**src/design/vgs_pkg.sv**
```systemverilog
// Shared types and constants for the voxel grid first-point subsampler.
// Holds the beat structs, register indexes and controller/datapath interface.
// No dependencies.
package vgs_pkg;

  localparam int GRID_DEF   = 64;
  localparam int COORD_W    = 32;
  localparam int FRAC_BITS  = 16;
  localparam int IDX_OUT_W  = 18;
  localparam int CFG_IDX_W  = 3;
  localparam int NUM_AXES   = 3;
  localparam int AXIS_SEL_W = 2;

  // Configuration register indexes.
  localparam logic [CFG_IDX_W-1:0] REG_ORIGIN_X = 3'd0;
  localparam logic [CFG_IDX_W-1:0] REG_ORIGIN_Y = 3'd1;
  localparam logic [CFG_IDX_W-1:0] REG_ORIGIN_Z = 3'd2;
  localparam logic [CFG_IDX_W-1:0] REG_SCALE_X  = 3'd3;
  localparam logic [CFG_IDX_W-1:0] REG_SCALE_Y  = 3'd4;
  localparam logic [CFG_IDX_W-1:0] REG_SCALE_Z  = 3'd5;

  // Scale of 1.0 in unsigned Q16.16.
  localparam logic [COORD_W-1:0] SCALE_RESET = 32'h0001_0000;

  // Input command codes.
  localparam logic CMD_POINT = 1'b0;
  localparam logic CMD_CLEAR = 1'b1;

  // Axis select codes for the shared multiplier.
  localparam logic [AXIS_SEL_W-1:0] AXIS_X = 2'd0;
  localparam logic [AXIS_SEL_W-1:0] AXIS_Y = 2'd1;
  localparam logic [AXIS_SEL_W-1:0] AXIS_Z = 2'd2;

  typedef struct packed {
    logic                      command;
    logic signed [COORD_W-1:0] pos_x;
    logic signed [COORD_W-1:0] pos_y;
    logic signed [COORD_W-1:0] pos_z;
  } in_item_t;

  typedef struct packed {
    logic signed [COORD_W-1:0] kept_x;
    logic signed [COORD_W-1:0] kept_y;
    logic signed [COORD_W-1:0] kept_z;
    logic [IDX_OUT_W-1:0]      cell_index;
  } out_item_t;

  // Commands from the controller to the datapath.
  typedef struct packed {
    logic                  load_pt;
    logic                  mul_en;
    logic                  sat_en;
    logic [AXIS_SEL_W-1:0] axis;
    logic                  index_en;
    logic                  clr_start;
    logic                  clearing;
    logic                  mark;
    logic                  emit;
  } dp_cmd_t;

  // Status from the datapath to the controller.
  typedef struct packed {
    logic clr_last;
    logic occ;
    logic out_free;
  } dp_sts_t;

endpackage

```
**src/design/vgs_ctrl.sv**
```systemverilog
// Controller of the voxel grid subsampler: sequences the clear sweep and the
// per-point steps of the datapath. Depends on vgs_pkg.
module vgs_ctrl import vgs_pkg::*; (
  input  logic    clk,
  input  logic    rst_n,
  input  logic    in_valid,
  input  logic    in_clear,
  output logic    in_ready,
  input  dp_sts_t sts_i,
  output dp_cmd_t cmd_o
);

  typedef enum logic [2:0] {
    S_CLEAR,
    S_IDLE,
    S_MUL,
    S_SAT,
    S_INDEX,
    S_READ,
    S_CHECK,
    S_HOLD
  } state_t;

  state_t                state_r;
  state_t                state_nxt;
  logic [AXIS_SEL_W-1:0] axis_r;
  logic [AXIS_SEL_W-1:0] axis_nxt;

  always_comb begin
    state_nxt = state_r;
    axis_nxt  = axis_r;
    in_ready  = 1'b0;
    cmd_o     = '0;
    cmd_o.axis = axis_r;
    case (state_r)
      S_CLEAR: begin
        cmd_o.clearing = 1'b1;
        if (sts_i.clr_last) begin
          state_nxt = S_IDLE;
        end
      end
      S_IDLE: begin
        in_ready = 1'b1;
        if (in_valid) begin
          if (in_clear == CMD_CLEAR) begin
            cmd_o.clr_start = 1'b1;
            state_nxt = S_CLEAR;
          end else begin
            cmd_o.load_pt = 1'b1;
            axis_nxt  = AXIS_X;
            state_nxt = S_MUL;
          end
        end
      end
      S_MUL: begin
        cmd_o.mul_en = 1'b1;
        state_nxt = S_SAT;
      end
      S_SAT: begin
        cmd_o.sat_en = 1'b1;
        if (axis_r == AXIS_Z) begin
          state_nxt = S_INDEX;
        end else begin
          axis_nxt  = axis_r + AXIS_SEL_W'(1);
          state_nxt = S_MUL;
        end
      end
      S_INDEX: begin
        cmd_o.index_en = 1'b1;
        state_nxt = S_READ;
      end
      S_READ: begin
        state_nxt = S_CHECK;
      end
      S_CHECK: begin
        if (sts_i.occ) begin
          state_nxt = S_IDLE;
        end else begin
          cmd_o.mark = 1'b1;
          if (sts_i.out_free) begin
            cmd_o.emit = 1'b1;
            state_nxt = S_IDLE;
          end else begin
            state_nxt = S_HOLD;
          end
        end
      end
      S_HOLD: begin
        if (sts_i.out_free) begin
          cmd_o.emit = 1'b1;
          state_nxt = S_IDLE;
        end
      end
      default: begin
        state_nxt = S_IDLE;
      end
    endcase
  end

  always_ff @(posedge clk) begin
    if (!rst_n) begin
      state_r <= S_CLEAR;
      axis_r  <= AXIS_X;
    end else begin
      state_r <= state_nxt;
      axis_r  <= axis_nxt;
    end
  end

  // A beat is never loaded over one that is still waiting downstream.
  a_emit_free: assert property (@(posedge clk) disable iff (!rst_n)
    cmd_o.emit |-> sts_i.out_free)
    else $error("result loaded while output register is occupied");

  // A point walks all three axes and reaches the occupancy check on schedule.
  a_point_schedule: assert property (@(posedge clk) disable iff (!rst_n)
    (in_valid && in_ready && (in_clear == CMD_POINT)) |=> ##8 (state_r == S_CHECK))
    else $error("point did not reach the occupancy check on schedule");

  // The store is only marked after a read that found the cell empty.
  a_mark_fresh: assert property (@(posedge clk) disable iff (!rst_n)
    cmd_o.mark |-> ($past(state_r) == S_READ) && !sts_i.occ)
    else $error("occupancy store marked outside a fresh-cell check");

endmodule

```
**config.mk**
```make
export PLATFORM = sky130hd
export DESIGN_NAME = vgs_ctrl
export DESIGN_NICKNAME = d
export VERILOG_FILES = /design/src/design/vgs_pkg.sv /design/src/design/vgs_ctrl.sv
export SDC_FILE = /design/constraint.sdc
export NUM_CORES = 1
export LEC_CHECK = 0
export BUFFER_PORTS_ARGS = -buffer_cell sky130_fd_sc_hd__buf_2
export CORE_AREA = 3 3 40 42
export CTS_CLUSTER_SIZE = 14
export DETAILED_ROUTE_END_ITERATION = 8
export DIE_AREA = 0 0 43 45
export PLACE_DENSITY = 0.58
export SLEW_MARGIN = 20
export SYNTH_ARGS = -nofsm -noshare
export SYNTH_HDL_FRONTEND = slang
export SYNTH_SLANG_ARGS = --single-unit
export TNS_END_PERCENT = 100
```
**constraint.sdc**
```tcl
create_clock -name clk -period 1.2 [get_ports clk]
set_clock_uncertainty 0.05 [all_clocks]
set_input_delay 0.18 -clock clk [delete_from_list [all_inputs] [get_ports clk]]
set_output_delay 0.18 -clock clk [all_outputs]
set_load 0.02 [all_outputs]
```
== After elaboration in Yosys (flattened, before gate mapping) ==
Cells that the tools add are included.

* Register bits: 5

* Reductions and logical operators: 4
* Equality and inequality tests: 13
* $add $sub $neg: 1
* Muxes and demuxes: 27

{| class="wikitable"
|+ Operator list
! cell !! number
|-
| case mux 3 bit (8 select lines) || 1
|-
| 2-to-1 mux 3 bit || 6
|-
| 2-to-1 mux 1 bit || 13
|-
| == test 3 bit, second input constant || 4
|-
| 2-to-1 mux 2 bit || 5
|-
| inequality test 2 bit, second input constant || 5
|-
| == test 3 x 2 -> 1 bit, second input constant || 2
|-
| case mux 2 bit (2 select lines) || 1
|-
| AND reduction 4 bit || 1
|-
| == test 3 x 1 -> 1 bit, second input constant || 1
|-
| zero test 3 bit || 1
|-
| AND reduction 3 bit || 1
|-
| adder 2 x 1 -> 2 bit, second input constant || 1
|-
| == test 2 bit, second input constant || 1
|-
| case mux 1 bit (2 select lines) || 1
|-
| nonzero test 2 bit || 1
|}

== Depth between registers and ports, before layout ==
* Word-level depth: 3
* Depth in mapped cells: 5
* Mapped depth without buffers: 5

== Worst setup path before layout ==
Ideal clock, no wire load.

* Path type: reg-to-output
* From: register state_r[1]
* To: output cmd_o[1] in the netlist's numbering
* Stages on the path, launching flop included: 4
* Setup slack: -0.474 ns
* Arrival time: 1.444 ns
* Cells stage by stage: dfxtp_1 -> buf_2 -> inv_1 -> nor4b_1

{| class="wikitable"
|+ RTL lines
! item !! line !! text
|-
| start, declared || vgs_ctrl.sv:24 || <nowiki>state_t state_r;</nowiki>
|-
| start signal, assigned || vgs_ctrl.sv:105 || <nowiki>state_r <= state_nxt;</nowiki>
|-
| end, declared || vgs_ctrl.sv:10 || <nowiki>output dp_cmd_t cmd_o</nowiki>
|}

==> summary.md <==
| Metric | Value |
|---|---|
| Critical Path End | `cmd_o[3]` |
| Max Fanout on Critical Path | `4` |
| Post-DP HPWL | `851 um` |
| Final TNS setup | `-1240 ps` |
| Area growth from synthesis to final layout | `103%` |
| Min cycle time layout | `1390 ps` |
| 1st-pass router iterations | `4` |
| RSZ-0062 raised after global routing | `true` |
| Largest net degree at the start of global routing | `11` |
| Met1 Use GR | `between 10% and 20%` |
| Final worst setup slack | `-191 ps` |
| Critical path arrival | `1160 ps` |
| Reg-to-Reg Start | `state_r[1]` |
| Syn nets | `60` |
| Critical path type | `reg2out` |
| Critical Path Source Type | `flip-flop` |
| Final setup fails | `11` |
| Final hold slack | `175 ps` |
| Clock Path Buffers | `2` |
| Final period util | `116%` |
| Initial antenna violation count | `0` |
| Gr busiest metal | `met2` |
| Worst-Margin Slew | `217 ps` |
| CP required | `970 ps` |
| Drt total wl | `1140 um` |
| Total track usage | `between 10% and 20%` |
| Netlist cell types | `28` |
| DRC errors left | `0` |
| Met3 usage | `3.19%` |
| Leakage | `0.335 nW` |
| Min-Delay Path Class | `in2reg` |
| Total of max-cap violations | `0` |
| Width of the die | `43 um` |
| Mux share of post-synthesis cell area | `5.10%` |
| # IOs | `18` |
| # nets final | `94` |
| GPL Wtd Cong | `0.769` |
| FF-to-FF setup slack | `-70 ps` |
| Mapped Area | `393 sq um` |
| Top post-synthesis cells by area | `dfxtp_1 25%, mux2i_1 5.1%, nor3_1 5.1%, o21ai_0 5.1%, nor2b_1 4.8%` |
| R2r endpoint | `axis_r[0]` |
| Pwr Density | `712 nW/um^2` |
| Post-synthesis compound-gate area fraction | `21.7%` |
| CTS tree | `built` |
| Fmax | `719 MHz` |
| Status | `finished, violations left` |
| DR WL/cell | `about 11 um` |
| Dominant combinational cell family by area after synthesis | `simple AND/OR/NAND/NOR gates` |
| Max_slew headroom | `a little under nine tenths` |
| Max-slew violations | `0` |
| Number of synthesized flops with an enable pin | `0` |
| Hold Vio Cnt, Final | `0` |
| Clk sink count | `5` |
| Clk_lat worst skew | `250 ps` |
| Vias in the first global route | `405` |
| Diode count | `0` |
| Post-Synth XOR/XNOR Area | `0%` |
| Total vias in the final route | `493` |
| DP Worst Slack | `-72.8 ps` |
| Port Buf Inserts | `17` |
| Root buffer cell | `clkbuf_4` |
| Core Util, Final | `62.1%` |
| Critical Path End Type | `output port` |
| Yosys warns | `0` |
| Num CTS Buffers | `3` |
| R2R depth | `3` |
| Failing checks | `setup timing` |
| Die area | `between 1500 and 2000 sq um` |
| Sequential area share after synthesis | `25.5%` |
| Synth top area share | `25.5%` |
| Share of layout cells above drive strength 1 | `64.7%` |
| Remaining Overflow, GRT | `0` |
| Drt initial violations | `4` |
| Post-route cell area | `798 sq um` |
| Predominant post-synthesis flop cell | `dfxtp_1` |
| Syn Area/Cell | `7.56 sq um` |
| Synthesized flop and latch total | `5` |
| Placed instance area | `approximately 670 sq um` |
| Post-DRT Antenna Nets | `0` |
| Syn Inst Count | `52` |
| H-tree Lvls | `1` |
| Initial core utilization | `30.6%` |
| Worst-path clk slew | `50 ps` |
| Post-Synth Adder-Cell Area | `3.18%` |
| Fill cells | `114` |
| Most common cell in the netlist | `dfxtp_1` |
| Vias per cell | `4.93` |
| Biggest area consumer among synthesized cells | `dfxtp_1` |
| Die height | `between 40 and 50 um` |
| Commonest cells post-synth | `5 x dfxtp_1, 4 x nor3_1, 4 x o21ai_0` |
| Met2 Use GR | `between 10% and 20%` |
| Synth Area in Simple Gates | `between 30% and 40%` |
| First-pass GRT wire length | `1810 um` |
| CP startpoint | `state_r[2]` |
| Core region area | `1280 sq um` |
| Asr flop ratio synth | `0%` |
| Peak supply drop | `406 uV` |
| Site Rows | `13` |
==> power by group <==
group	switching, mW	total, mW	internal [mW]
sequential	0.00822	0.176	0.168
clock	0.0752	0.201	0.126
combinational	0.0949	0.191	0.0963
total	0.178	0.568	0.390
==> cells in the final DEF, fill, tap and decap left out, types with 3 or more instances in the layout <==
master and instances:
buf_2 9, buf_4 13, buf_6 10, clkbuf_4 3, dfxtp_4 3, nand2_1 3
o21ai_0 3
==> per-stage QoR <==
step,power [mW],instances
detailed placement,0.339,92
global placement,0.337,92
CTS,0.567,99
finish,0.568,100
floorplan,0.276,52
global route,0.596,100
==> state kept, by name, summed over array words and instances (netlist names) <==
signal / cells
state_r: 3
axis_r: 2
==> cell families after synthesis <==
family          count (synthesis)
compound gates                 13
buf+inv                         6
simple gates                   25
flops                           5
fa+ha+maj                       1
mux                             2
==> worst max-delay path, cell delays in order (launching register included) <==
cell and delay [ps]:
dfxtp_4 350, nand2b_4 170, nor2_4 100, and3_4 180
buf_6 110
==> worst min-delay path by stage <==
stage	startpoint	endpoint	cells past startpoint
2_1_floorplan	rst_n	state_r[0]	1
3_3_place_gp	axis_r[1]	axis_r[1]	2
3_5_place_dp	axis_r[1]	axis_r[1]	2
4_1_cts	rst_n	state_r[0]	2
5_1_grt	rst_n	state_r[0]	2
6_report	rst_n	state_r[0]	2
==> per-layer routing <==
layer  share of wire, %  vias to the layer above
li1                   -                      256
met1                 46                      218
met2                 44                       17
met3                7.4                        2
met5                  0                        -
met4                2.4                        0
==> area by class of cell <==
type	instances	area (sq um)	share of cell area (%)
repair buffers	32	255	32.0
flip-flops and latches	5	114	14.3
inverters	3	13.8	1.72
multi-input cells	41	370	46.4
clock buffers	4	26.3	3.29
well taps	15	18.8	2.35
==> what timing repair did <==
| item | 4_1_cts | 5_1_grt |
|---|---|---|
| setup endpoints to repair | 11 | 13 |
| gates resized for setup | 20 | 8 |
| hold buffers | 0 | 0 |
| cloned | 0 | 1 |
| pin swaps | 3 | 3 |
| buffers inserted | 3 | 0 |
No activity file was read; power rests on OpenSTA's default activity.
